<file path="config.mk">
export PLATFORM = sky130hd
export DESIGN_NAME = double_ended_queue
export DESIGN_NICKNAME = d
export VERILOG_FILES = /design/src/hw/rtl/deq_pkg.sv /design/src/hw/rtl/deq_cell.sv /design/src/hw/rtl/deq_ctrl.sv /design/src/hw/rtl/double_ended_queue.sv
export SDC_FILE = /design/constraint.sdc
export NUM_CORES = 2
export LEC_CHECK = 0
export BUFFER_PORTS_ARGS = -buffer_cell sky130_fd_sc_hd__buf_2
export CAP_MARGIN = 10
export CORE_UTILIZATION = 55
export DETAILED_ROUTE_END_ITERATION = 8
export PLACE_DENSITY = 0.78
export SYNTH_ARGS = -nofsm -noshare
export SYNTH_HDL_FRONTEND = slang
export SYNTH_SLANG_ARGS = --single-unit
</file>
<file path="constraint.sdc">
create_clock -name i_clk -period 7.5 [get_ports i_clk]
set_input_delay 1.5 -clock i_clk [delete_from_list [all_inputs] [get_ports i_clk]]
set_output_delay 1.5 -clock i_clk [all_outputs]
set_load 0.02 [all_outputs]
</file>
<file path="src/hw/rtl/deq_pkg.sv">
// Shared types and constants for the double-ended queue.
package deq_pkg;

    // Default sizes handed to the top level
    localparam int DEF_DEPTH     = 16;
    localparam int DEF_WORD_BITS = 32;

    // Configuration port
    localparam int APB_ADDR_W = 3;
    localparam int APB_DATA_W = 32;
    localparam logic REG_MATCH_MASK = 1'b0;  // register select, paddr[2]

    // Request action codes
    typedef enum logic [2:0] {
        ACT_PUSH_FRONT = 3'd0,
        ACT_PUSH_BACK  = 3'd1,
        ACT_POP_FRONT  = 3'd2,
        ACT_POP_BACK   = 3'd3,
        ACT_FIND       = 3'd4,
        ACT_CLEAR      = 3'd5
    } t_action;

    // Result status codes
    typedef enum logic [1:0] {
        STAT_OK        = 2'd0,
        STAT_EMPTY     = 2'd1,
        STAT_FULL      = 2'd2,
        STAT_NOT_FOUND = 2'd3
    } t_status;

    // What every cell of the chain does this cycle
    typedef enum logic [2:0] {
        CELL_HOLD,
        CELL_SHIFT_RIGHT,
        CELL_SHIFT_LEFT,
        CELL_LOAD,
        CELL_ROTATE
    } t_cell_op;

    // Controller states
    typedef enum logic [1:0] {
        ST_IDLE,
        ST_FIND,
        ST_OUT
    } t_state;

endpackage

</file>
<file path="src/hw/rtl/deq_cell.sv">
// One storage cell of the queue chain; cell k holds the k-th entry from the front.
module deq_cell #(
    parameter int DEPTH     = deq_pkg::DEF_DEPTH,
    parameter int WORD_BITS = deq_pkg::DEF_WORD_BITS,
    parameter int IDX       = 0
) (
    input  logic                         i_clk,
    input  deq_pkg::t_cell_op            i_op,
    input  logic [$clog2(DEPTH+1)-1:0]   i_count,
    input  logic [WORD_BITS-1:0]         i_push_word,
    input  logic [WORD_BITS-1:0]         i_left,   // neighbor toward the front
    input  logic [WORD_BITS-1:0]         i_right,  // neighbor toward the back
    input  logic [WORD_BITS-1:0]         i_wrap,   // front cell, for rotation
    output logic [WORD_BITS-1:0]         o_word
);
    import deq_pkg::*;

    localparam int CW = $clog2(DEPTH + 1);
    localparam logic [CW-1:0] MY_POS  = CW'(IDX);
    localparam logic [CW-1:0] MY_NEXT = CW'(IDX + 1);

    logic [WORD_BITS-1:0] r_word;
    logic [WORD_BITS-1:0] n_word;

    // Next word: shift, load at the back slot, or rotate among held entries
    always_comb begin
        n_word = r_word;
        case (i_op)
            CELL_SHIFT_RIGHT: n_word = i_left;
            CELL_SHIFT_LEFT:  n_word = i_right;
            CELL_LOAD: begin
                if (i_count == MY_POS) begin
                    n_word = i_push_word;
                end
            end
            CELL_ROTATE: begin
                if (MY_NEXT == i_count) begin
                    n_word = i_wrap;
                end else if (MY_NEXT < i_count) begin
                    n_word = i_right;
                end
            end
            default: n_word = r_word;
        endcase
    end

    always_ff @(posedge i_clk) begin
        r_word <= n_word;
    end

    assign o_word = r_word;

endmodule

</file>
<file path="src/hw/rtl/deq_ctrl.sv">
// Queue controller: request decode, count tracking, find walk and result register.
module deq_ctrl #(
    parameter int DEPTH     = deq_pkg::DEF_DEPTH,
    parameter int WORD_BITS = deq_pkg::DEF_WORD_BITS
) (
    input  logic                         i_clk,
    input  logic                         i_rst_n,
    // request side
    input  logic                         i_req_valid,
    output logic                         o_req_ready,
    input  logic [2:0]                   i_action,
    input  logic [WORD_BITS-1:0]         i_data,
    input  logic [WORD_BITS-1:0]         i_mask,
    // chain side
    input  logic [WORD_BITS-1:0]         i_front,
    input  logic [WORD_BITS-1:0]         i_back,
    output deq_pkg::t_cell_op            o_cell_op,
    output logic [$clog2(DEPTH+1)-1:0]   o_count,
    output logic [$clog2(DEPTH)-1:0]     o_last,
    // result side
    output logic                         o_res_valid,
    input  logic                         i_res_ready,
    output logic [1:0]                   o_status,
    output logic [WORD_BITS-1:0]         o_data,
    output logic [$clog2(DEPTH+1)-1:0]   o_entry_count,
    output logic [WORD_BITS-1:0]         o_front_word,
    output logic [WORD_BITS-1:0]         o_back_word,
    output logic                         o_is_empty
);
    import deq_pkg::*;

    localparam int CW = $clog2(DEPTH + 1);
    localparam int IW = $clog2(DEPTH);
    localparam logic [CW-1:0] FULL_COUNT = CW'(DEPTH);

    t_state                r_state, n_state;
    logic [CW-1:0]         r_count;
    logic [IW-1:0]         r_step;
    logic [WORD_BITS-1:0]  r_key;
    logic                  r_found;
    t_status               r_status;
    logic [WORD_BITS-1:0]  r_result;

    logic                  r_ovalid;
    t_status               r_o_status;
    logic [WORD_BITS-1:0]  r_o_data;
    logic [CW-1:0]         r_o_count;
    logic [WORD_BITS-1:0]  r_o_front;
    logic [WORD_BITS-1:0]  r_o_back;
    logic                  r_o_empty;

    logic accept;
    logic is_full;
    logic is_empty;
    logic front_match;
    logic out_free;
    logic [IW-1:0] last;

    assign accept   = i_req_valid && o_req_ready;
    assign is_full  = (r_count == FULL_COUNT);
    assign is_empty = (r_count == '0);
    assign last     = IW'(r_count - CW'(1));
    assign out_free = !r_ovalid || i_res_ready;
    assign front_match = (i_front != '0) && (((i_front ^ r_key) & i_mask) == '0);

    // Next state
    always_comb begin
        n_state = r_state;
        case (r_state)
            ST_IDLE: begin
                if (accept) begin
                    if (i_action == ACT_FIND && !is_empty) begin
                        n_state = ST_FIND;
                    end else begin
                        n_state = ST_OUT;
                    end
                end
            end
            ST_FIND: begin
                if (r_step == last) begin
                    n_state = ST_OUT;
                end
            end
            ST_OUT: begin
                if (out_free) begin
                    n_state = ST_IDLE;
                end
            end
            default: n_state = ST_IDLE;
        endcase
    end

    // Outputs toward the request side and the chain
    always_comb begin
        o_req_ready = 1'b0;
        o_cell_op   = CELL_HOLD;
        case (r_state)
            ST_IDLE: begin
                o_req_ready = 1'b1;
                if (i_req_valid) begin
                    case (i_action)
                        ACT_PUSH_FRONT: if (!is_full) o_cell_op = CELL_SHIFT_RIGHT;
                        ACT_PUSH_BACK:  if (!is_full) o_cell_op = CELL_LOAD;
                        ACT_POP_FRONT:  if (!is_empty) o_cell_op = CELL_SHIFT_LEFT;
                        default:        o_cell_op = CELL_HOLD;
                    endcase
                end
            end
            ST_FIND: o_cell_op = CELL_ROTATE;
            default: o_cell_op = CELL_HOLD;
        endcase
    end

    // Control registers
    always_ff @(posedge i_clk) begin
        if (!i_rst_n) begin
            r_state  <= ST_IDLE;
            r_count  <= '0;
            r_ovalid <= 1'b0;
        end else begin
            r_state <= n_state;
            if (accept) begin
                case (i_action)
                    ACT_PUSH_FRONT, ACT_PUSH_BACK: begin
                        if (!is_full) r_count <= r_count + CW'(1);
                    end
                    ACT_POP_FRONT, ACT_POP_BACK: begin
                        if (!is_empty) r_count <= r_count - CW'(1);
                    end
                    ACT_CLEAR: r_count <= '0;
                    default:   r_count <= r_count;
                endcase
            end
            if (r_state == ST_OUT && out_free) begin
                r_ovalid <= 1'b1;
            end else if (i_res_ready) begin
                r_ovalid <= 1'b0;
            end
        end
    end

    // Per-request status, result word and find walk
    always_ff @(posedge i_clk) begin
        if (accept) begin
            r_key   <= i_data;
            r_found <= 1'b0;
            r_step  <= '0;
            case (i_action)
                ACT_PUSH_FRONT, ACT_PUSH_BACK: begin
                    r_status <= is_full ? STAT_FULL : STAT_OK;
                    r_result <= '0;
                end
                ACT_POP_FRONT: begin
                    r_status <= is_empty ? STAT_EMPTY : STAT_OK;
                    r_result <= is_empty ? '0 : i_front;
                end
                ACT_POP_BACK: begin
                    r_status <= is_empty ? STAT_EMPTY : STAT_OK;
                    r_result <= is_empty ? '0 : i_back;
                end
                ACT_FIND: begin
                    r_status <= STAT_NOT_FOUND;
                    r_result <= '0;
                end
                default: begin
                    r_status <= STAT_OK;
                    r_result <= '0;
                end
            endcase
        end else if (r_state == ST_FIND) begin
            r_step <= r_step + IW'(1);
            if (front_match && !r_found) begin
                r_found  <= 1'b1;
                r_status <= STAT_OK;
                r_result <= i_front;
            end
        end
    end

    // Result register, loaded once the chain has settled
    always_ff @(posedge i_clk) begin
        if (r_state == ST_OUT && out_free) begin
            r_o_status <= r_status;
            r_o_data   <= r_result;
            r_o_count  <= r_count;
            r_o_front  <= is_empty ? '0 : i_front;
            r_o_back   <= is_empty ? '0 : i_back;
            r_o_empty  <= is_empty;
        end
    end

    assign o_count       = r_count;
    assign o_last        = last;
    assign o_res_valid   = r_ovalid;
    assign o_status      = r_o_status;
    assign o_data        = r_o_data;
    assign o_entry_count = r_o_count;
    assign o_front_word  = r_o_front;
    assign o_back_word   = r_o_back;
    assign o_is_empty    = r_o_empty;

endmodule

</file>
<file path="src/hw/rtl/double_ended_queue.sv">
// Push, pop, clear: an accepted request goes to ST_OUT, then its result is registered.
// Find on a non-empty queue goes through ST_FIND first, where the chain rotates once
// through all held entries, one per cycle, before the result is registered in ST_OUT.
// One request is in flight at a time; s_axis_tready is high only while idle.
// The result register frees the request side once a result is taken or not yet pending.
// Synchronous active-low reset empties the queue and sets match_mask bits [MW-1:0] to ones.
module double_ended_queue #(
    parameter int DEPTH     = deq_pkg::DEF_DEPTH,
    parameter int WORD_BITS = deq_pkg::DEF_WORD_BITS
) (
    input  logic                                  i_clk,
    input  logic                                  i_rst_n,
    // request stream
    input  logic                                  s_axis_tvalid,
    output logic                                  s_axis_tready,
    // action[2:0], data_in[WORD_BITS+2:3], zero pad
    input  logic [((3+WORD_BITS+7)/8)*8-1:0]      s_axis_tdata,
    // result stream
    output logic                                  m_axis_tvalid,
    input  logic                                  m_axis_tready,
    // status[1:0], data_out, entry_count, front_word, back_word, is_empty, zero pad
    output logic [((3*WORD_BITS+$clog2(DEPTH+1)+3+7)/8)*8-1:0] m_axis_tdata,
    // configuration
    input  logic                                  psel,
    input  logic                                  penable,
    input  logic                                  pwrite,
    input  logic [deq_pkg::APB_ADDR_W-1:0]        paddr,
    input  logic [deq_pkg::APB_DATA_W-1:0]        pwdata,
    output logic [deq_pkg::APB_DATA_W-1:0]        prdata,
    output logic                                  pready
);
    import deq_pkg::*;

    localparam int CW  = $clog2(DEPTH + 1);
    localparam int IW  = $clog2(DEPTH);
    localparam int MW  = (WORD_BITS < APB_DATA_W) ? WORD_BITS : APB_DATA_W;
    localparam int OB  = 3 * WORD_BITS + CW + 3;
    localparam logic [WORD_BITS-1:0] MASK_RESET = WORD_BITS'({MW{1'b1}});

    // Match mask register
    logic [WORD_BITS-1:0] r_mask;
    logic [WORD_BITS-1:0] n_mask;
    logic                 cfg_write;

    assign pready    = 1'b1;
    assign cfg_write = psel && penable && pwrite && pready && (paddr[2] == REG_MATCH_MASK);

    always_comb begin
        n_mask = '0;
        n_mask[MW-1:0] = pwdata[MW-1:0];
    end

    always_ff @(posedge i_clk) begin
        if (!i_rst_n) begin
            r_mask <= MASK_RESET;
        end else if (cfg_write) begin
            r_mask <= n_mask;
        end
    end

    always_comb begin
        prdata = '0;
        if (paddr[2] == REG_MATCH_MASK) begin
            prdata[MW-1:0] = r_mask[MW-1:0];
        end
    end

    // Controller
    t_cell_op              cell_op;
    logic [CW-1:0]         count;
    logic [IW-1:0]         last;
    logic [WORD_BITS-1:0]  push_word;
    logic [WORD_BITS-1:0]  words [DEPTH];
    logic [WORD_BITS-1:0]  back_word;

    logic [1:0]            res_status;
    logic [WORD_BITS-1:0]  res_data;
    logic [CW-1:0]         res_count;
    logic [WORD_BITS-1:0]  res_front;
    logic [WORD_BITS-1:0]  res_back;
    logic                  res_empty;

    assign push_word = s_axis_tdata[WORD_BITS+2:3];
    assign back_word = words[last];

    deq_ctrl #(
        .DEPTH     (DEPTH),
        .WORD_BITS (WORD_BITS)
    ) u_ctrl (
        .i_clk         (i_clk),
        .i_rst_n       (i_rst_n),
        .i_req_valid   (s_axis_tvalid),
        .o_req_ready   (s_axis_tready),
        .i_action      (s_axis_tdata[2:0]),
        .i_data        (push_word),
        .i_mask        (r_mask),
        .i_front       (words[0]),
        .i_back        (back_word),
        .o_cell_op     (cell_op),
        .o_count       (count),
        .o_last        (last),
        .o_res_valid   (m_axis_tvalid),
        .i_res_ready   (m_axis_tready),
        .o_status      (res_status),
        .o_data        (res_data),
        .o_entry_count (res_count),
        .o_front_word  (res_front),
        .o_back_word   (res_back),
        .o_is_empty    (res_empty)
    );

    // Chain of cells, front at index zero
    for (genvar g = 0; g < DEPTH; g++) begin : g_cell
        logic [WORD_BITS-1:0] left_word;
        logic [WORD_BITS-1:0] right_word;

        if (g == 0) begin : g_first
            assign left_word = push_word;
        end else begin : g_mid
            assign left_word = words[g-1];
        end

        if (g == DEPTH - 1) begin : g_end
            assign right_word = words[g];
        end else begin : g_inner
            assign right_word = words[g+1];
        end

        deq_cell #(
            .DEPTH     (DEPTH),
            .WORD_BITS (WORD_BITS),
            .IDX       (g)
        ) u_cell (
            .i_clk       (i_clk),
            .i_op        (cell_op),
            .i_count     (count),
            .i_push_word (push_word),
            .i_left      (left_word),
            .i_right     (right_word),
            .i_wrap      (words[0]),
            .o_word      (words[g])
        );
    end

    // Pack the result fields
    always_comb begin
        m_axis_tdata = '0;
        m_axis_tdata[OB-1:0] = {res_empty, res_back, res_front, res_count,
                                res_data, res_status};
    end

endmodule
</file>
==> flow_summary.ini <==
[critical_path]
ff2ff_path_depth = 8
worstReg2RegStart = u_ctrl.o_count[0]
crit_path_start = u_ctrl.o_count[0]
cp-start-kind = register
endpoint = g_cell[10].u_cell.o_word[30]
arrival_ns = 5.41
critPathCaptureType = register
r2r_end = g_cell[10].u_cell.o_word[30]
cp_max_fo = 69
path_class = register to register
critPathRequiredTime_ns = 7.83
reg2reg_slack_ns = 2.42

[pwr]
max-vdd-ir-drop_v = 0.000157
p_per_area_nw_per_um2 = 237
p_total_uw = 10200
p_leak_uw = 0.0147

[drt]
wl_per_cell_um = 33.9
ant_nets = 0
drt_iter0_drc = 6031
vias = 31400
via_per_inst = 7.83
drtPass1Iterations = 7
wl_um = 136000
drc = 0

[placed_design]
port_buffers = 212
dp_hpwl_um = 77300
place.gp.congestion = 0.939

[clock_network]
post-cts-setup-buffer-count = 0
cts.clk_slew.worst_paths_ns = 0.07
cts_buffer_depth = 3
cts_tree = done
clock_sinks = 727
htreeDepth = 3
numCtsBuffers = 74
cts_resized = 0
cts-root-buf = clkbuf_16
cts_hold_buf = 0
clk_latency_ns = 0.63

[global_routing]
grt-ovfl-total = 0
grt_usage = 0.365
grt_pass1_vias = 30400
grt_pass1_wl_um = 198000
antenna_found_initial = 7
grt_start_max_net_pins = 104

[cells_and_area]
fin_util = 0.615
layout.nets = 3101
layout-drive-gt1-share = 0.225
area_growth_pct = 10.2

[synthesis]
yosysSeqAreaShare = 0.544
synth_common_cells = edfxtp_1, a2bb2oi_1, nand2_1
async_reset_ff_frac = 0
ys_types = 67
synth_area_um2 = 39300
synth_edf_count = 682
synth_top_area_cell = edfxtp_1
yosysMostFrequentCell = edfxtp_1
avgSynthCellArea_um2 = 13.1
synth-seq-cells = 727
syn_nets = 3091
synth_ff_type = edfxtp_1
yosys_warnings = 0
synth_top_cell_area_share = 0.522
synthTopCellsByArea = edfxtp_1, mux4_2, a2bb2oi_1, a22oi_1, nand2_1
syn_inst = 3003

[run_status]
run_status = complete, no violations

[die]
die_x_um = 269
num_io_pins = 221
core_area_um2 = 70400
dieHeight_um = 269
initial_utilization = 0.558
row_count = 97
die-area_um2 = 72500

[sta]
tns_ns = 0
max_freq_ghz = 0.197
finalHoldViolCount = 0
worst_pin_slew_ns = 1.24
clock_skew_ns = 0.0255
slew_viol_final = 0
slew_headroom = 0.173
finalCritPeriodShare = 0.677
setup_viol = 0
hold_slack_ns = 0.417
grt_setup_unrepaired = no
layout_min_cycle_time_ns = 5.08

[run]
maxCapViolCount = 0

[hold_path]
min_path_type = register to register
metal layers:
layer	part of all wire	routed length, µm	vias up	global-route usage
li1	-	-	12300	-
met1	0.32	44200	15100	0.464
met2	0.43	58400	3270	0.529
met3	0.17	22500	780	0.123
met4	0.080	10900	6	0.245
met5	0.00033	45	-	0
logic make-up after synthesis:
logic type | after synthesis | synth area share
compound gates | 1005 | 0.221
buf+inv | 376 | 0.0473
mux | 161 | 0.0920
flops | 727 | 0.544
simple gates | 685 | 0.0836
other cells | 1 | 0.0000955
fa+ha+maj | 6 | 0.00191
xor+xnor | 42 | 0.00937
state kept, by name, indices dropped and copies added (netlist names):
signal,cells
u_ctrl.o_status,2
g_cell.u_cell.o_word,512
u_ctrl.o_is_empty,1
u_ctrl.o_entry_count,5
u_ctrl.r_key,32
u_ctrl.o_back_word,32
u_ctrl.o_data,32
u_ctrl.o_res_valid,1
u_ctrl.r_state,2
u_ctrl.r_result,32
u_ctrl.r_found,1
u_ctrl.r_step,4
r_mask,32
u_ctrl.o_front_word,32
u_ctrl.o_count,5
u_ctrl.r_status,2
worst max-delay path, cell delays in order, from the launching register on:
cell and delay (ns):
dfxtp_4 0.81, inv_1 0.34, ha_4 0.29, or4b_4 0.72, nand3_4 0.36, a21o_4 0.49, buf_4 0.45, a22oi_1 1.05
a2bb2oi_1 0.19
placed cells by master (no fill, tap or decap), types with 11 or more instances in the layout:
cell type,n
a21oi_1,45
a22o_1,34
a22oi_1,304
a22oi_4,30
a2bb2oi_1,352
a2bb2oi_2,32
a31oi_1,57
a32oi_1,95
and2_1,67
buf_12,11
buf_2,212
buf_4,79
clkbuf_1,14
clkbuf_16,77
clkinv_1,20
clkinv_2,13
dfxtp_1,44
edfxtp_1,682
mux4_2,160
nand2_1,314
nand3_1,105
nor2_1,18
nor2b_1,36
nor3_1,71
xor2_1,39
layout make-up:
cell class / count / area, µm²
diodes: 5 / 12.5
clock buffers: 91 / 1980
multi-input cells: 1900 / 16600
inverters: 7 / 26.3
well taps: 940 / 1180
fillers: 5227 / 27100
repair buffers: 303 / 1890
flip-flops and latches: 727 / 21400
clock inverters: 40 / 239
stage by stage:
| stage | instance area, µm² | instances | setup slack (ns) |
|---|---|---|---|
| after floorplan | 39300 | 3003 | 0.694 |
| after global placement | 41000 | 3876 | 2.30 |
| after detailed placement | 41100 | 3877 | 2.11 |
| after CTS | 43300 | 4008 | 2.51 |
| after global routing | 43300 | 4009 | 2.26 |
| final | 43300 | 4013 | 2.42 |
worst min path at each step:
stage / start / to / slack (ns) / cells past startpoint
floorplan: u_ctrl.r_result[0] / u_ctrl.o_data[0] / 0.40 / 0
global placement: u_ctrl.r_result[26] / u_ctrl.o_data[26] / 0.40 / 0
detailed placement: u_ctrl.r_result[18] / u_ctrl.o_data[18] / 0.40 / 0
CTS: u_ctrl.r_result[21] / u_ctrl.o_data[21] / 0.42 / 0
global route: u_ctrl.r_result[23] / u_ctrl.o_data[23] / 0.43 / 0
finish: u_ctrl.r_result[21] / u_ctrl.o_data[21] / 0.42 / 0
where the power goes:
part	internal [µW]	switching [µW]	total [µW]
clock	1940	1610	3550
combinational	690	1050	1740
sequential	4770	191	4960
Note: power is estimated with default switching activity, not from simulation.
